### src/rtl/cstl_pkg.sv
`timescale 1ns / 1ps

package cstl_pkg;

	localparam int POS_WIDTH_DEF = 16;
	localparam int MAX_RES       = 3;
	localparam int CNT_W         = $clog2(MAX_RES + 1);
	localparam int IDX_W         = $clog2(MAX_RES);
	// Result queue depth in beats of whole items; a power of two.
	localparam int FIFO_DEPTH    = 4;
	localparam int PTR_W         = $clog2(FIFO_DEPTH);
	localparam int FILL_W        = $clog2(FIFO_DEPTH + 1);

	typedef enum logic [12:0] {
		MODE_IDLE    = 13'b0000000000001,
		MODE_SLASH   = 13'b0000000000010,
		MODE_LINE    = 13'b0000000000100,
		MODE_BLOCK   = 13'b0000000001000,
		MODE_STAR    = 13'b0000000010000,
		MODE_ZERO    = 13'b0000000100000,
		MODE_DEC     = 13'b0000001000000,
		MODE_OCT     = 13'b0000010000000,
		MODE_DEC_DOT = 13'b0000100000000,
		MODE_OCT_DOT = 13'b0001000000000,
		MODE_BIN     = 13'b0010000000000,
		MODE_HEX     = 13'b0100000000000,
		MODE_HALT    = 13'b1000000000000
	} mode_t;

	typedef enum logic [3:0] {
		K_TEXT   = 4'd0,
		K_EOF    = 4'd1,
		K_PLUS   = 4'd2,
		K_MINUS  = 4'd3,
		K_MUL    = 4'd4,
		K_DIV    = 4'd5,
		K_LPAREN = 4'd6,
		K_RPAREN = 4'd7,
		K_SEMI   = 4'd8,
		K_DOT    = 4'd9,
		K_DEC    = 4'd10,
		K_OCT    = 4'd11,
		K_HEX    = 4'd12,
		K_BIN    = 4'd13,
		K_ERR    = 4'd14
	} kind_t;

	typedef enum logic [2:0] {
		E_NONE    = 3'd0,
		E_UNEXP   = 3'd1,
		E_OCT     = 3'd2,
		E_BIN     = 3'd3,
		E_HEX     = 3'd4,
		E_EOF_CMT = 3'd5
	} err_t;

	localparam logic [7:0] CH_TAB   = 8'h09;
	localparam logic [7:0] CH_LF    = 8'h0A;
	localparam logic [7:0] CH_VT    = 8'h0B;
	localparam logic [7:0] CH_CR    = 8'h0D;
	localparam logic [7:0] CH_SP    = 8'h20;
	localparam logic [7:0] CH_LPAR  = 8'h28;
	localparam logic [7:0] CH_RPAR  = 8'h29;
	localparam logic [7:0] CH_STAR  = 8'h2A;
	localparam logic [7:0] CH_PLUS  = 8'h2B;
	localparam logic [7:0] CH_MINUS = 8'h2D;
	localparam logic [7:0] CH_DOT   = 8'h2E;
	localparam logic [7:0] CH_SLASH = 8'h2F;
	localparam logic [7:0] CH_0     = 8'h30;
	localparam logic [7:0] CH_1     = 8'h31;
	localparam logic [7:0] CH_7     = 8'h37;
	localparam logic [7:0] CH_9     = 8'h39;
	localparam logic [7:0] CH_SEMI  = 8'h3B;
	localparam logic [7:0] CH_B     = 8'h62;
	localparam logic [7:0] CH_X     = 8'h78;

	// Up to three results caused by one character, in order.
	typedef struct packed {
		kind_t [MAX_RES-1:0]            kind;
		err_t  [MAX_RES-1:0]            code;
		logic  [MAX_RES-1:0][7:0]       text;
		logic  [CNT_W-1:0]              cnt;
	} bundle_t;

	function automatic bundle_t add(bundle_t b, kind_t k, err_t e, logic [7:0] t);
		if (b.cnt < CNT_W'(MAX_RES)) begin
			b.kind[b.cnt[IDX_W-1:0]] = k;
			b.code[b.cnt[IDX_W-1:0]] = e;
			b.text[b.cnt[IDX_W-1:0]] = t;
			b.cnt = b.cnt + CNT_W'(1);
		end
		return b;
	endfunction

	function automatic logic is_digit(logic [7:0] c);
		return (c >= CH_0) && (c <= CH_9);
	endfunction

	function automatic logic is_alpha(logic [7:0] c);
		return ((c >= 8'h61) && (c <= 8'h7A)) || ((c >= 8'h41) && (c <= 8'h5A));
	endfunction

	function automatic logic is_hex(logic [7:0] c);
		return is_digit(c) || ((c >= 8'h61) && (c <= 8'h66)) ||
			((c >= 8'h41) && (c <= 8'h46));
	endfunction

endpackage

### src/rtl/char_stream_token_lexer.sv
`timescale 1ns / 1ps

// Character stream lexer: one source byte per input beat, tokens out.
// Input channel: char_valid / char_stall carry char_code and end_of_input.
// An end_of_input beat flushes any pending number and gives EOF, or an error.
// Output channel: result_valid / result_stall carry one result per beat;
// last_of_run marks the final result caused by one input beat.
// Each input beat is decoded in the cycle it is accepted; its results (one
// to three) are written as one entry into a four-entry result queue, and a
// beat with none is not queued. Through an empty queue, the first result of
// a beat is offered in the next cycle. One input beat is accepted per cycle
// while the queue has room; one result drains per cycle while result_stall
// is low, so beats with at most one result each run at one beat per cycle.
// When the receiver stalls, the queue fills and char_stall rises when it is
// full; a stalled result stays unchanged on the ports.
// Reset clears the queue, sets the line count to one and the column to zero.
// After an error result the block takes and drops all input until reset.
module char_stream_token_lexer #(
	parameter int POSITION_WIDTH = cstl_pkg::POS_WIDTH_DEF
) (
	input  logic                      clk,
	input  logic                      arst_n,
	input  logic                      char_valid,
	output logic                      char_stall,
	input  logic [7:0]                char_code,
	input  logic                      end_of_input,
	output logic                      result_valid,
	input  logic                      result_stall,
	output logic [3:0]                result_kind,
	output logic [2:0]                error_code,
	output logic [7:0]                text_char,
	output logic [POSITION_WIDTH-1:0] line_pos,
	output logic [POSITION_WIDTH-1:0] column_pos,
	output logic                      last_of_run
);

	localparam logic [POSITION_WIDTH-1:0] POS_MAX = {POSITION_WIDTH{1'b1}};

	// Scanner state.
	cstl_pkg::mode_t              mode_q, mode_d;
	logic                         oct_bad_q, oct_bad_d;
	logic                         frac_q, frac_d;
	logic                         digits_q, digits_d;
	logic [POSITION_WIDTH-1:0]    line_q, col_q, col_inc;

	// Result queue: one entry holds every result of one input beat.
	cstl_pkg::bundle_t            fifo_q [cstl_pkg::FIFO_DEPTH];
	logic [POSITION_WIDTH-1:0]    line_mem_q [cstl_pkg::FIFO_DEPTH];
	logic [POSITION_WIDTH-1:0]    col_mem_q [cstl_pkg::FIFO_DEPTH];
	logic [cstl_pkg::PTR_W-1:0]   wr_ptr_q, rd_ptr_q;
	logic [cstl_pkg::FILL_W-1:0]  fill_q;
	logic [cstl_pkg::IDX_W-1:0]   idx_q;

	cstl_pkg::bundle_t            bun;
	cstl_pkg::bundle_t            head;
	logic [7:0]                   c;
	logic                         eof;
	logic                         in_beat, push, out_beat, pop, last_res;
	logic                         num_path, dot_path, is_oct, finish, dot_after, run_idle;

	assign c   = char_code;
	assign eof = end_of_input;

	assign char_stall = (fill_q == cstl_pkg::FILL_W'(cstl_pkg::FIFO_DEPTH));
	assign in_beat    = char_valid && !char_stall;

	// Columns advance on every character beat, before its results are made.
	assign col_inc = (eof || col_q == POS_MAX) ? col_q : col_q + POSITION_WIDTH'(1);

	// Decode of one character against the current scan mode. Emission order
	// matters: a pending token, then a held dot, then the token the new
	// character starts.
	always_comb begin
		mode_d    = mode_q;
		oct_bad_d = oct_bad_q;
		frac_d    = frac_q;
		digits_d  = digits_q;
		bun       = '0;
		num_path  = 1'b0;
		dot_path  = 1'b0;
		is_oct    = 1'b0;
		finish    = 1'b0;
		dot_after = 1'b0;
		run_idle  = 1'b0;

		case (mode_q)
			cstl_pkg::MODE_HALT: begin
			end
			cstl_pkg::MODE_SLASH: begin
				if (!eof && c == cstl_pkg::CH_SLASH) begin
					mode_d = cstl_pkg::MODE_LINE;
				end else if (!eof && c == cstl_pkg::CH_STAR) begin
					mode_d = cstl_pkg::MODE_BLOCK;
				end else begin
					bun = cstl_pkg::add(bun, cstl_pkg::K_DIV, cstl_pkg::E_NONE, 8'd0);
					run_idle = 1'b1;
				end
			end
			cstl_pkg::MODE_LINE: begin
				if (eof) begin
					run_idle = 1'b1;
				end else if (c == cstl_pkg::CH_LF) begin
					mode_d = cstl_pkg::MODE_IDLE;
				end
			end
			cstl_pkg::MODE_BLOCK, cstl_pkg::MODE_STAR: begin
				if (eof) begin
					bun = cstl_pkg::add(bun, cstl_pkg::K_ERR, cstl_pkg::E_EOF_CMT, 8'd0);
					mode_d = cstl_pkg::MODE_HALT;
				end else if (c == cstl_pkg::CH_STAR) begin
					mode_d = cstl_pkg::MODE_STAR;
				end else if (c == cstl_pkg::CH_SLASH && mode_q == cstl_pkg::MODE_STAR) begin
					mode_d = cstl_pkg::MODE_IDLE;
				end else begin
					mode_d = cstl_pkg::MODE_BLOCK;
				end
			end
			cstl_pkg::MODE_ZERO: begin
				if (!eof && c == cstl_pkg::CH_B) begin
					mode_d   = cstl_pkg::MODE_BIN;
					digits_d = 1'b0;
				end else if (!eof && c == cstl_pkg::CH_X) begin
					mode_d   = cstl_pkg::MODE_HEX;
					digits_d = 1'b0;
				end else begin
					// The leading zero was held back; it becomes octal text now.
					bun = cstl_pkg::add(bun, cstl_pkg::K_TEXT, cstl_pkg::E_NONE, cstl_pkg::CH_0);
					mode_d    = cstl_pkg::MODE_OCT;
					frac_d    = 1'b0;
					oct_bad_d = 1'b0;
					num_path  = 1'b1;
					is_oct    = 1'b1;
				end
			end
			cstl_pkg::MODE_DEC: begin
				num_path = 1'b1;
			end
			cstl_pkg::MODE_OCT: begin
				num_path = 1'b1;
				is_oct   = 1'b1;
			end
			cstl_pkg::MODE_DEC_DOT: begin
				dot_path = 1'b1;
			end
			cstl_pkg::MODE_OCT_DOT: begin
				dot_path = 1'b1;
				is_oct   = 1'b1;
			end
			cstl_pkg::MODE_BIN: begin
				if (!eof && (c == cstl_pkg::CH_0 || c == cstl_pkg::CH_1)) begin
					bun = cstl_pkg::add(bun, cstl_pkg::K_TEXT, cstl_pkg::E_NONE, c);
					digits_d = 1'b1;
				end else if (!digits_q || (!eof && cstl_pkg::is_digit(c))) begin
					bun = cstl_pkg::add(bun, cstl_pkg::K_ERR, cstl_pkg::E_BIN, 8'd0);
					mode_d = cstl_pkg::MODE_HALT;
				end else begin
					bun = cstl_pkg::add(bun, cstl_pkg::K_BIN, cstl_pkg::E_NONE, 8'd0);
					run_idle = 1'b1;
				end
			end
			cstl_pkg::MODE_HEX: begin
				if (!eof && cstl_pkg::is_hex(c)) begin
					bun = cstl_pkg::add(bun, cstl_pkg::K_TEXT, cstl_pkg::E_NONE, c);
					digits_d = 1'b1;
				end else if (!digits_q || (!eof && cstl_pkg::is_alpha(c))) begin
					bun = cstl_pkg::add(bun, cstl_pkg::K_ERR, cstl_pkg::E_HEX, 8'd0);
					mode_d = cstl_pkg::MODE_HALT;
				end else begin
					bun = cstl_pkg::add(bun, cstl_pkg::K_HEX, cstl_pkg::E_NONE, 8'd0);
					run_idle = 1'b1;
				end
			end
			default: begin
				run_idle = 1'b1;
			end
		endcase

		// Inside a decimal or octal number.
		if (num_path) begin
			if (!eof && cstl_pkg::is_digit(c)) begin
				bun = cstl_pkg::add(bun, cstl_pkg::K_TEXT, cstl_pkg::E_NONE, c);
				if (is_oct && c > cstl_pkg::CH_7) begin
					oct_bad_d = 1'b1;
				end
			end else if (!eof && c == cstl_pkg::CH_DOT && !frac_d) begin
				mode_d = is_oct ? cstl_pkg::MODE_OCT_DOT : cstl_pkg::MODE_DEC_DOT;
			end else begin
				finish = 1'b1;
			end
		end

		// A dot is held after digits until the next character shows its role.
		if (dot_path) begin
			if (!eof && cstl_pkg::is_digit(c)) begin
				bun = cstl_pkg::add(bun, cstl_pkg::K_TEXT, cstl_pkg::E_NONE, cstl_pkg::CH_DOT);
				bun = cstl_pkg::add(bun, cstl_pkg::K_TEXT, cstl_pkg::E_NONE, c);
				if (is_oct && c > cstl_pkg::CH_7) begin
					oct_bad_d = 1'b1;
				end
				frac_d = 1'b1;
				mode_d = is_oct ? cstl_pkg::MODE_OCT : cstl_pkg::MODE_DEC;
			end else begin
				finish    = 1'b1;
				dot_after = 1'b1;
			end
		end

		if (finish) begin
			if (is_oct && oct_bad_d) begin
				bun = cstl_pkg::add(bun, cstl_pkg::K_ERR, cstl_pkg::E_OCT, 8'd0);
				mode_d = cstl_pkg::MODE_HALT;
			end else begin
				bun = cstl_pkg::add(bun, is_oct ? cstl_pkg::K_OCT : cstl_pkg::K_DEC,
					cstl_pkg::E_NONE, 8'd0);
				if (dot_after) begin
					bun = cstl_pkg::add(bun, cstl_pkg::K_DOT, cstl_pkg::E_NONE, 8'd0);
				end
				run_idle = 1'b1;
			end
		end

		// Scan between tokens.
		if (run_idle) begin
			mode_d = cstl_pkg::MODE_IDLE;
			if (eof) begin
				bun = cstl_pkg::add(bun, cstl_pkg::K_EOF, cstl_pkg::E_NONE, 8'd0);
			end else begin
				case (c) inside
					cstl_pkg::CH_TAB, cstl_pkg::CH_VT, cstl_pkg::CH_SP,
					cstl_pkg::CH_CR, cstl_pkg::CH_LF: begin
					end
					cstl_pkg::CH_PLUS: begin
						bun = cstl_pkg::add(bun, cstl_pkg::K_PLUS, cstl_pkg::E_NONE, 8'd0);
					end
					cstl_pkg::CH_MINUS: begin
						bun = cstl_pkg::add(bun, cstl_pkg::K_MINUS, cstl_pkg::E_NONE, 8'd0);
					end
					cstl_pkg::CH_STAR: begin
						bun = cstl_pkg::add(bun, cstl_pkg::K_MUL, cstl_pkg::E_NONE, 8'd0);
					end
					cstl_pkg::CH_LPAR: begin
						bun = cstl_pkg::add(bun, cstl_pkg::K_LPAREN, cstl_pkg::E_NONE, 8'd0);
					end
					cstl_pkg::CH_RPAR: begin
						bun = cstl_pkg::add(bun, cstl_pkg::K_RPAREN, cstl_pkg::E_NONE, 8'd0);
					end
					cstl_pkg::CH_SEMI: begin
						bun = cstl_pkg::add(bun, cstl_pkg::K_SEMI, cstl_pkg::E_NONE, 8'd0);
					end
					cstl_pkg::CH_DOT: begin
						bun = cstl_pkg::add(bun, cstl_pkg::K_DOT, cstl_pkg::E_NONE, 8'd0);
					end
					cstl_pkg::CH_SLASH: begin
						mode_d = cstl_pkg::MODE_SLASH;
					end
					cstl_pkg::CH_0: begin
						mode_d = cstl_pkg::MODE_ZERO;
					end
					[cstl_pkg::CH_1:cstl_pkg::CH_9]: begin
						bun = cstl_pkg::add(bun, cstl_pkg::K_TEXT, cstl_pkg::E_NONE, c);
						mode_d    = cstl_pkg::MODE_DEC;
						frac_d    = 1'b0;
						oct_bad_d = 1'b0;
					end
					default: begin
						bun = cstl_pkg::add(bun, cstl_pkg::K_ERR, cstl_pkg::E_UNEXP, 8'd0);
						mode_d = cstl_pkg::MODE_HALT;
					end
				endcase
			end
		end
	end

	// Scanner registers. A halted scanner holds everything, counters included.
	always_ff @(posedge clk or negedge arst_n) begin
		if (!arst_n) begin
			mode_q    <= cstl_pkg::MODE_IDLE;
			oct_bad_q <= 1'b0;
			frac_q    <= 1'b0;
			digits_q  <= 1'b0;
			line_q    <= POSITION_WIDTH'(1);
			col_q     <= '0;
		end else if (in_beat && mode_q != cstl_pkg::MODE_HALT) begin
			mode_q    <= mode_d;
			oct_bad_q <= oct_bad_d;
			frac_q    <= frac_d;
			digits_q  <= digits_d;
			if (!eof && c == cstl_pkg::CH_LF && mode_d != cstl_pkg::MODE_HALT) begin
				line_q <= (line_q == POS_MAX) ? line_q : line_q + POSITION_WIDTH'(1);
				col_q  <= '0;
			end else begin
				col_q  <= col_inc;
			end
		end
	end

	// Result queue. Beats that cause no result are not queued.
	assign push     = in_beat && (bun.cnt != '0);
	assign head     = fifo_q[rd_ptr_q];
	assign last_res = (cstl_pkg::CNT_W'(idx_q) == head.cnt - cstl_pkg::CNT_W'(1));
	assign out_beat = result_valid && !result_stall;
	assign pop      = out_beat && last_res;

	always_ff @(posedge clk) begin
		if (push) begin
			fifo_q[wr_ptr_q]     <= bun;
			line_mem_q[wr_ptr_q] <= line_q;
			col_mem_q[wr_ptr_q]  <= col_inc;
		end
	end

	always_ff @(posedge clk or negedge arst_n) begin
		if (!arst_n) begin
			wr_ptr_q <= '0;
			rd_ptr_q <= '0;
			fill_q   <= '0;
			idx_q    <= '0;
		end else begin
			if (push) begin
				wr_ptr_q <= wr_ptr_q + cstl_pkg::PTR_W'(1);
			end
			if (out_beat) begin
				if (last_res) begin
					idx_q    <= '0;
					rd_ptr_q <= rd_ptr_q + cstl_pkg::PTR_W'(1);
				end else begin
					idx_q    <= idx_q + cstl_pkg::IDX_W'(1);
				end
			end
			if (push && !pop) begin
				fill_q <= fill_q + cstl_pkg::FILL_W'(1);
			end else if (pop && !push) begin
				fill_q <= fill_q - cstl_pkg::FILL_W'(1);
			end
		end
	end

	assign result_valid = (fill_q != '0);
	assign result_kind  = head.kind[idx_q];
	assign error_code   = head.code[idx_q];
	assign text_char    = head.text[idx_q];
	assign line_pos     = line_mem_q[rd_ptr_q];
	assign column_pos   = col_mem_q[rd_ptr_q];
	assign last_of_run  = last_res;

endmodule

### config.mk
export PLATFORM = sky130hd
export DESIGN_NAME = char_stream_token_lexer
export DESIGN_NICKNAME = d
export VERILOG_FILES = /design/src/rtl/cstl_pkg.sv /design/src/rtl/char_stream_token_lexer.sv
export SDC_FILE = /design/constraint.sdc
export NUM_CORES = 1
export LEC_CHECK = 0
export BUFFER_PORTS_ARGS = -buffer_cell sky130_fd_sc_hd__buf_2
export CORE_UTILIZATION = 65
export CTS_BUF_LIST = sky130_fd_sc_hd__clkbuf_4
export DETAILED_ROUTE_END_ITERATION = 7
export GPL_ROUTABILITY_DRIVEN = 1
export PLACE_DENSITY = 0.87
export SLEW_MARGIN = 30
export SYNTH_ARGS = -nofsm -noshare
export SYNTH_HDL_FRONTEND = slang
export SYNTH_SLANG_ARGS = --single-unit
### constraint.sdc
create_clock -name clk -period 10.58 [get_ports clk]
set_input_delay 0.529 -clock clk [delete_from_list [all_inputs] [get_ports clk]]
set_output_delay 0.529 -clock clk [all_outputs]
set_load 0.01 [all_outputs]
==> results.cfg, run 1 <==
[worst_setup_path]
path_max_fanout = 54
r2r_slack_ns = 4.49
cp.arrival_ns = 6.38
cpMaxStageDelayCell = buf_4
cpPeakStageDelay_ns = 0.68
path_cells = or3_1 > or4_1 > nor3b_1 > or4_1 > ha_1 > a2111o_1 > ha_1 > o21bai_1 > nand3_1 > a31oi_2 > and2_4 > buf_4
required_ns = 10.87
cp-start-kind = flip-flop
path_class = reg2reg
cp-end-kind = flip-flop

[global_route]
grt_max_degree = 65
overflow = 0
grt_util_all_layers_pct = 31.84
grt_antenna_before_repair = 1
grt_pass1_vias = 11180
grt_pass1_wl_mm = 62.82

[die]
die_y_um = 162.6
die_area_um2 = 26450
row_count = 58
start_util_pct = 66.41
die_x_um = 162.6
core_area_um2 = 25250
io_pins = 63

[route]
viasPerCell = 6.566
drt_iter0_drc = 1454
vias = 11010
wl_mm = 40.05
post-route-drc-count = 1
ant_nets = 0
drt_pass1_iterations = 8
wl_per_cell_um = 23.89

[pwr]
switching_share_pct = 33.72
ir_drop_uv = 194.5
power.density_nw_per_um2 = 258.1
p_leak_uw = 0.006928
p_switching_uw = 1629
seqPwrFrac_pct = 43.2
p_int_uw = 3203
p_comb_share_pct = 31.8
p_clk_share_pct = 25.0

[sta]
period_share_pct = 57.59
setup_viol = 0
rsz0062_at_grt = no
worstMarginPinSlew_ns = 0.9643
fmax_ghz = 0.1641
slew_violations = 0
period_minus_slack_ns = 6.093
skew_ns = 0.07449
slew_headroom_pct = 35.71
tns_ns = 0
hold_viol = 0

[layout]
nFillCells = 1522
post-route-util_pct = 74.14
layout.cells.most_common = edfxtp_1
drive_gt1_share_pct = 25.95
layout.nets = 1302
register_area_um2 = 10690
multi_input_area_um2 = 5878
postLayoutCellArea_um2 = 18720
most-common-layout-cells = 308 x edfxtp_1, 133 x clkbuf_4, 77 x mux4_2
area_growth_pct = 11.64

[clock_network]
cts.sink_count = 365
cts_inserted_buffers = 85
clk_latency_ns = 0.73
cts_buffer_depth = 3
post_cts_buffers = 0
path_clk_slew_ns = 0.08
htree_levels = 3
cts_tree = done
root_buffer = clkbuf_4

[run]
drv_cap = 0

[placed_design]
numPortBuffers = 62
place_congestion = 0.9934
place_area_um2 = 17520
dp_hpwl_mm = 25.00

[synthesis]
yosysUniqueCellTypes = 93
synth_area_um2 = 16770
async_reset_ff_share_pct = 15.62
synthCells = 1131
synth_top_flop_cell = edfxtp_1
synth_edf_count = 308
seq_area_frac_synth_pct = 63.67
ys_ff_latch = 365
syn_area_per_cell_um2 = 14.83
ys_warn_count = 0

[outcome]
status = finished with violations
violations = DRC

[hold_path]
hold_path_class = in2reg
-- kinds of logic after synthesis --
kind of cell	after synthesis	synth area share [%]
AND/OR/NAND/NOR	335	11.12
multiplexers	96	11.53
adder cells (fa/ha/maj)	14	1.089
AO/OA/AOI/OAI	179	7.789
other	1	0.02236
XOR/XNOR	44	2.298
flip-flops	365	63.67
buffers and inverters	97	2.484
-- worst paths after layout --
kind,start,to,cells after the start
max in group asynchronous,arst_n,rd_ptr_q[1]$_DFFE_PN0P_,3
min,result_stall,idx_q[0]$_DFFE_PN0P_,3
max,mode_q[12]$_DFFE_PN0P_,fifo_q[0][5]$_DFFE_PP_,12
min reg2reg,fill_q[2]$_DFFE_PN0P_,fill_q[2]$_DFFE_PN0P_,1
max reg2reg,mode_q[12]$_DFFE_PN0P_,fifo_q[0][5]$_DFFE_PP_,12
min in group asynchronous,arst_n,col_q[12]$_DFFE_PN0P_,3
-- final cells by class --
class | instances | share of cell area, %
flip-flops and latches | 365 | 57.07
multi-input cells | 712 | 31.40
clock buffers | 133 | 5.333
repair buffers | 78 | 2.312
well taps | 330 | 2.205
clock inverters | 24 | 1.009
inverters | 33 | 0.6616
diodes | 1 | 0.01337
-- Yosys cell counts, types with 18 or more instances --
| cell | count | area share (%) |
|---|---|---|
| xor2_1 | 27 | 1.4 |
| nand3_1 | 38 | 1.1 |
| o21ai_0 | 35 | 1.0 |
| nor3_1 | 32 | 0.95 |
| o22ai_1 | 18 | 0.67 |
| nand4_1 | 24 | 0.90 |
| edfxtp_1 | 308 | 55 |
| dfrtp_1 | 55 | 8.2 |
| a21oi_1 | 22 | 0.66 |
| clkbuf_1 | 40 | 0.90 |
| nor4_1 | 21 | 0.78 |
| mux4_2 | 77 | 10 |
| inv_1 | 33 | 0.74 |
| nor2_1 | 43 | 0.96 |
| nand2_1 | 68 | 1.5 |
-- per-stage QoR --
step | total power (µW) | hold slack (ns) | setup slack (ns) | cells
4_1_cts | 4841 | 0.1278 | 4.631 | 1675
2_1_floorplan | 3141 | 0.2334 | 4.373 | 1174
3_3_place_gp | 3556 | 0.4698 | 4.462 | 1517
3_5_place_dp | 3625 | 0.4855 | 4.446 | 1517
5_1_grt | 5049 | 0.1195 | 4.249 | 1676
6_report | 4832 | 0.1680 | 4.487 | 1676
-- worst max-delay path: cells and delay by family, from the launching register on --
kind                       cells  cell delay [ns]
buffers and inverters          1             0.68
DFF                            1             0.51
adders and majority gates      2             0.51
AOI/OAI and AO/OA              3             1.14
and+or+nand+nor                6             2.72
-- what timing repair did --
action / in CTS / in global routing
setup endpoints to repair: 0 / 0
endpoints found under the hold margin: 43 / 0
gates resized for setup: 0 / 0
hold buffers: 1 / 0
-- flip-flops by register name (all words and copies together) (netlist names) --
| register | cells |
|---|---|
| col_mem_q | 64 |
| col_q | 16 |
| digits_q | 1 |
| fifo_q | 180 |
| fill_q | 3 |
| frac_q | 1 |
| idx_q | 2 |
| line_mem_q | 64 |
| line_q | 16 |
| mode_q | 13 |
| oct_bad_q | 1 |
| rd_ptr_q | 2 |
| wr_ptr_q | 2 |
-- routing by layer --
metal	track usage [%]	wire length [µm]	up-vias
met5	0	0	-
met4	11.26	1114	0
met3	7.054	3970	111
met2	51.83	19920	663
met1	42.84	15040	5432
li1	-	-	4799
-- power by group through the flow --
stage | Clock (µW) | Combinational (µW) | Sequential (µW)
after global placement | 0 | 1470 | 2090
after CTS | 1220 | 1530 | 2090
after detailed placement | 0 | 1510 | 2110
final | 1210 | 1540 | 2090
after global routing | 1290 | 1640 | 2120
after floorplan | 0 | 1130 | 2010
Note: power is estimated with default switching activity, not from simulation.
==> run 2: changes to the inputs <==
--- a/config.mk
+++ b/config.mk
@@ -5,12 +5,13 @@
 export SDC_FILE = /design/constraint.sdc
 export NUM_CORES = 1
 export LEC_CHECK = 0
+export ABC_AREA = 1
 export BUFFER_PORTS_ARGS = -buffer_cell sky130_fd_sc_hd__buf_2
-export CORE_UTILIZATION = 65
+export CORE_UTILIZATION = 58
 export CTS_BUF_LIST = sky130_fd_sc_hd__clkbuf_4
 export DETAILED_ROUTE_END_ITERATION = 7
 export GPL_ROUTABILITY_DRIVEN = 1
-export PLACE_DENSITY = 0.87
+export PLACE_DENSITY = 0.82
 export SLEW_MARGIN = 30
 export SYNTH_ARGS = -nofsm -noshare
 export SYNTH_HDL_FRONTEND = slang
==> constraint.sdc (replaced) <==
create_clock -name clk -period 5.5 [get_ports clk]
set_input_delay 0.275 -clock clk [delete_from_list [all_inputs] [get_ports clk]]
set_output_delay 0.275 -clock clk [all_outputs]
set_load 0.01 [all_outputs]
==> results.cfg, run 2 <==
[synthesis]
synth_edf_count = 308
synthTopCellsByCount = 308 x edfxtp_1, 283 x nand2_1, 256 x nor2_1
yosysUniqueCellTypes = 61
synth_area_um2 = 17710
ys_warn_count = 0
syn_area_per_cell_um2 = 10.02
synthCells = 1768
yosys.cell_count.top_type = edfxtp_1
synth_top_flop_cell = edfxtp_1
synth_top_cell_by_area = edfxtp_1
ys_top_cells_by_area = edfxtp_1 52%, dfrtp_1 7.8%, nand2_1 6.0%
async_reset_ff_share_pct = 15.62
ys_ff_latch = 365
seq_area_frac_synth_pct = 60.28
synth_top_area_share_pct = 52.21

[route]
wl_per_cell_um = 18.41
wl_mm = 43.71
drt_pass1_iterations = 5
drt_iter0_drc = 1332
viasPerCell = 5.778
vias = 13720
ant_nets = 0
post-route-drc-count = 0

[clock_network]
cts_tree = done
root_buffer = clkbuf_4
cts_inserted_buffers = 87
path_clk_slew_ns = 0.07
cts_hold_buf = 2
cts_buffer_depth = 3
clk_latency_ns = 0.71
cts_resized = 0
htree_levels = 3
cts.sink_count = 365
post_cts_buffers = 0

[worst_setup_path]
cp-start-kind = flip-flop
r2r_cells = 20
path_max_fanout = 21
path_common_cell = nand2_1
cpPeakStageDelay_ns = 0.55
required_ns = 5.85
worstReg2RegEnd = col_mem_q[0][12]$_DFFE_PP_
r2r-start = mode_q[3]$_DFFE_PN0P_
path_class = reg2reg
path_cells = inv_1 > nand2_1 > nor3_1 > nand2_1 > nor2_1 > nand3_2 > nand4_2 > ha_1 > nand2_1 > nand2_1 > inv_1 > ha_1 > o21ai_1 > nand3_2 > nand2_4 > nor2_8 > a21oi_4 > inv_2 > nor2_4 > buf_4
cp-end-kind = flip-flop
r2r_slack_ns = 0.87
cpMaxStageDelayCell = nor2_4
cp.arrival_ns = 4.97

[hold_path]
hold_start = char_code[6]
hold_end = mode_q[5]$_DFFE_PN0P_
min_path_cells = 4
hold_path_class = in2reg

[pwr]
p_leak_uw = 0.007727
power.density_nw_per_um2 = 540.3
power_uw = 10670
ir_drop_uv = 333.3

[die]
die_area_um2 = 31240
die_x_um = 176.8
row_count = 63
die_y_um = 176.8
core_area_um2 = 29870
start_util_pct = 59.29
io_pins = 63

[layout]
nFillCells = 2298
post-route-util_pct = 66.09
top_register = fifo_q
layout.nets = 1937
drive_gt1_share_pct = 18.21
area_growth_pct = 11.46
most-common-layout-cells = 308 x edfxtp_1, 283 x nand2_1, 251 x nor2_1
largest_reg_flops = 180
top_regs = fifo_q: 180 flops, col_mem_q: 64 flops, line_mem_q: 64 flops
layout.cells.most_common = edfxtp_1

[sta]
period_minus_slack_ns = 4.628
slew_violations = 0
hold_viol = 0
worstMarginPinSlew_ns = 1.003
period_share_pct = 84.14
fmax_ghz = 0.2161
setup_viol = 0
skew_ns = 0.04748
rsz0062_at_grt = no
slew_headroom_pct = 33.04

[run]
drv_cap = 0

[global_route]
grt_pass1_vias = 13440
grt_pass1_wl_mm = 69.35
grt_util_all_layers_pct = 28.66
overflow = 0
grt_antenna_before_repair = 2
grt_max_degree = 99

[placed_design]
numPortBuffers = 62
place_congestion = 0.9956
dp_hpwl_mm = 29.06

[outcome]
status = finished, final reports clean
-- run 2: cell types whose count changed after synthesis, sizes merged, moves of 15 or more --
cell    change
nor2      +235
and2       -15
nand3      +69
o22ai      +62
inv       +120
and3       -16
o21ai     +181
clkbuf     +17
mux4       -77
nand2     +243
-- run 2: power breakdown --
group | switching, µW | internal [µW] | leakage, µW | total (µW)
sequential | 275 | 3920 | 0.00362 | 4200
combinational | 3030 | 1230 | 0.00343 | 4270
clock | 1040 | 1160 | 0.000681 | 2200
-- run 2: kinds of logic after synthesis --
family	share of synthesized area (%)
flip-flops	60.28
AND/OR/NAND/NOR	19.94
multiplexers	0.05651
other	0.02117
buffers and inverters	5.114
adder cells (fa/ha/maj)	1.031
AO/OA/AOI/OAI	11.87
XOR/XNOR	1.681
-- run 2: layout make-up --
cell class                 count  area, µm²  share of cell area (%)
clock buffer                 134       1006                   5.095
antenna                        2      5.005                 0.02535
sequential                   365      10680                   54.11
timing repair buffer          83      501.7                   2.541
tap                          390      488.0                   2.471
inverter                     155      590.6                   2.991
clock inverter                27      146.4                  0.7414
multi-input combinational   1218       6324                   32.03
-- run 2: how the worst max path moves through the flow --
stage	depth (start not counted)	end	slack, ns	from
2_1_floorplan	18	col_mem_q[0][0]$_DFFE_PP_	-0.90	mode_q[3]$_DFFE_PN0P_
3_3_place_gp	20	col_mem_q[0][0]$_DFFE_PP_	1.14	mode_q[3]$_DFFE_PN0P_
3_5_place_dp	20	col_mem_q[0][0]$_DFFE_PP_	0.97	mode_q[3]$_DFFE_PN0P_
4_1_cts	20	col_mem_q[0][12]$_DFFE_PP_	0.92	mode_q[3]$_DFFE_PN0P_
5_1_grt	20	col_mem_q[0][12]$_DFFE_PP_	0.50	mode_q[5]$_DFFE_PN0P_
6_report	20	col_mem_q[0][12]$_DFFE_PP_	0.87	mode_q[3]$_DFFE_PN0P_
-- run 2: through the flow --
| step | instance area [µm²] | setup TNS, ns | hold WS, ns | cells | worst slack [ns] |
|---|---|---|---|---|---|
| floorplan | 17870 | -278.22 | -0.02059 | 1811 | -0.9033 |
| global placement | 18560 | 0 | 0.4735 | 2208 | 1.139 |
| detailed placement | 18560 | 0 | 0.4837 | 2208 | 0.9734 |
| CTS | 19730 | 0 | 0.04821 | 2371 | 0.9170 |
| global route | 19740 | 0 | 0.06287 | 2373 | 0.5041 |
| finish | 19740 | 0 | 0.08069 | 2374 | 0.8721 |
-- run 2: critical path, delay by kind of cell (launching register included) --
kind	cells	cell delay, ns
AO/OA/AOI/OAI	2	0.43
adder cells (fa/ha/maj)	2	0.42
buffers and inverters	4	0.85
flip-flops	1	0.38
AND/OR/NAND/NOR	12	2.18
-- run 2: layer usage --
metal | vias to the layer above | share of wire (%) | track usage, %
met5 | - | 0 | 0
li1 | 6482 | - | -
met3 | 98 | 7.2 | 4.875
met2 | 578 | 48 | 47.25
met1 | 6558 | 42 | 37.85
met4 | 0 | 2.8 | 11.49
==> run 3: changes to the inputs <==
--- a/config.mk
+++ b/config.mk
@@ -5,13 +5,13 @@
 export SDC_FILE = /design/constraint.sdc
 export NUM_CORES = 1
 export LEC_CHECK = 0
-export ABC_AREA = 1
+export ABC_AREA = 0
 export BUFFER_PORTS_ARGS = -buffer_cell sky130_fd_sc_hd__buf_2
-export CORE_UTILIZATION = 58
+export CORE_UTILIZATION = 64
 export CTS_BUF_LIST = sky130_fd_sc_hd__clkbuf_4
 export DETAILED_ROUTE_END_ITERATION = 7
 export GPL_ROUTABILITY_DRIVEN = 1
-export PLACE_DENSITY = 0.82
+export PLACE_DENSITY = 0.86
 export SLEW_MARGIN = 30
 export SYNTH_ARGS = -nofsm -noshare
 export SYNTH_HDL_FRONTEND = slang
==> constraint.sdc (replaced) <==
create_clock -name clk -period 4.4 [get_ports clk]
set_input_delay 0.22 -clock clk [delete_from_list [all_inputs] [get_ports clk]]
set_output_delay 0.22 -clock clk [all_outputs]
set_load 0.01 [all_outputs]
==> results.cfg, run 3 (synthesis results as in run 1) <==
[route]
wl_mm = 43.73
ant_nets = 0
wl_per_cell_um = 24.89
vias = 11710
viasPerCell = 6.665
drt_iter0_drc = 1695
drt_pass1_iterations = 6
post-route-drc-count = 0

[global_route]
overflow = 0
grt_pass1_wl_mm = 66.70
grt_util_all_layers_pct = 33.54
grt_antenna_before_repair = 1
grt_pass1_vias = 11850
grt_max_degree = 58

[pwr]
p_leak_uw = 0.007391
power_uw = 12270
power.density_nw_per_um2 = 624.3
ir_drop_uv = 538.3

[placed_design]
place_congestion = 0.9757
dp_hpwl_mm = 27.06
placed_cells = 1585
numPortBuffers = 62
place_ws_ns = -0.02304

[worst_setup_path]
path_class = reg2reg
cp-start-kind = flip-flop
cp.arrival_ns = 5.01
cp-end-kind = flip-flop
required_ns = 5.01
path_max_fanout = 7

[sta]
worstMarginPinSlew_ns = 0.9492
hold_viol = 0
rsz0062_at_grt = yes
period_share_pct = 99.81
setup_ws_ns = 0.008531
setup_viol = 0
fmax_ghz = 0.2277
slew_violations = 0
slew_headroom_pct = 36.51
period_minus_slack_ns = 4.391
holdWs_ns = 0.09327
skew_ns = 0.05815

[layout]
instances_no_fill = 1757
top_register = fifo_q
layout.nets = 1384
register_area_um2 = 10690
multi_input_area_um2 = 6008
top_regs = fifo_q: 180 flops, col_mem_q: 64 flops, line_mem_q: 64 flops
nFillCells = 1387
post-route-util_pct = 77.17
most-common-layout-cells = 308 x edfxtp_1, 139 x clkbuf_4, 77 x mux4_2
drive_gt1_share_pct = 31.56
largest_reg_flops = 180
area_growth_pct = 17.21
layout.cells.most_common = edfxtp_1

[clock_network]
clk_latency_ns = 0.74
cts_inserted_buffers = 91
htree_levels = 3
cts.sink_count = 365
cts_tree = done
cts_buffer_depth = 3
root_buffer = clkbuf_4
path_clk_slew_ns = 0.08

[die]
io_pins = 63
start_util_pct = 65.84
die_y_um = 163.9
core_area_um2 = 25470
die_x_um = 163.9
die_area_um2 = 26860
row_count = 58

[outcome]
status = finished, final reports clean

[hold_path]
hold_path_class = in2reg

[run]
drv_cap = 0
-- run 3: cell count changes in the layout (fill, tap and decap cells not counted), moves of 18 or more --
cell	previous run	this run
nand3_1	86	37
nand2_1	283	68
buf_4	16	73
o22ai_1	77	18
inv_2	31	2
mux4_2	0	77
nand3_2	19	1
o21ai_0	197	35
inv_1	120	31
nor2_1	251	43
-- run 3: layer usage --
layer | vias up | track usage (%) | wire (µm)
met5 | - | 0 | 0
met1 | 5743 | 43.63 | 15870
met4 | 0 | 15.57 | 1972
li1 | 4970 | - | -
met3 | 163 | 6.768 | 4235
met2 | 835 | 54.76 | 21650
-- run 3: worst paths after layout --
kind,from,to,slack (ns),cells past startpoint
max in group asynchronous,arst_n,rd_ptr_q[1]$_DFFE_PN0P_,3.62,3
min reg2reg,fill_q[2]$_DFFE_PN0P_,fill_q[2]$_DFFE_PN0P_,0.50,1
max,mode_q[10]$_DFFE_PN0P_,fill_q[1]$_DFFE_PN0P_,0.009,17
min,char_code[4],mode_q[11]$_DFFE_PN0P_,0.09,6
max reg2reg,mode_q[10]$_DFFE_PN0P_,fill_q[1]$_DFFE_PN0P_,0.009,17
min in group asynchronous,arst_n,digits_q$_DFFE_PN0P_,0.17,3
-- run 3: final cells by class --
class                   instances  share of cell area [%]
diodes                          1                 0.01273
multi-input cells             712                   30.56
clock buffers                 139                   5.308
clock inverters                23                   1.063
flip-flops and latches        365                   54.36
repair buffers                154                   5.958
well taps                     330                   2.100
inverters                      33                  0.6301
-- run 3: worst max-delay path, stage by stage (launching register included) --
cell and delay (ns):
dfrtp_1 0.47, or4_4 0.61, nor4_4 0.29, buf_4 0.16, and2_4 0.13, or4_1 0.10, ha_1 0.22, a2111o_1 0.52
inv_2 0.12, ha_4 0.16, nand2_1 0.08, o21bai_4 0.19, nand3_2 0.14, a31oi_4 0.13, ha_4 0.21, inv_2 0.06
fa_2 0.43, mux2_4 0.28
-- run 3: power breakdown --
group	total (µW)	internal (µW)	switching [µW]
logic	4230	1830	2400
clock network	3070	1680	1390
registers	4970	4590	385
-- run 3: what timing repair did --
item                                    CTS  global route
hold buffers                              5             0
hold endpoints to repair                 65             0
buffers inserted                          0             4
gates resized for setup                   0            23
endpoints found under the setup margin    0            83
-- run 3: through the flow --
step                      setup TNS (ns)  instance area (µm²)
after CTS                              0                19520
after floorplan                   -45.49                16990
after detailed placement        -0.07653                18220
after global routing              -2.558                19660
after global placement                 0                18210
final                                  0                19660
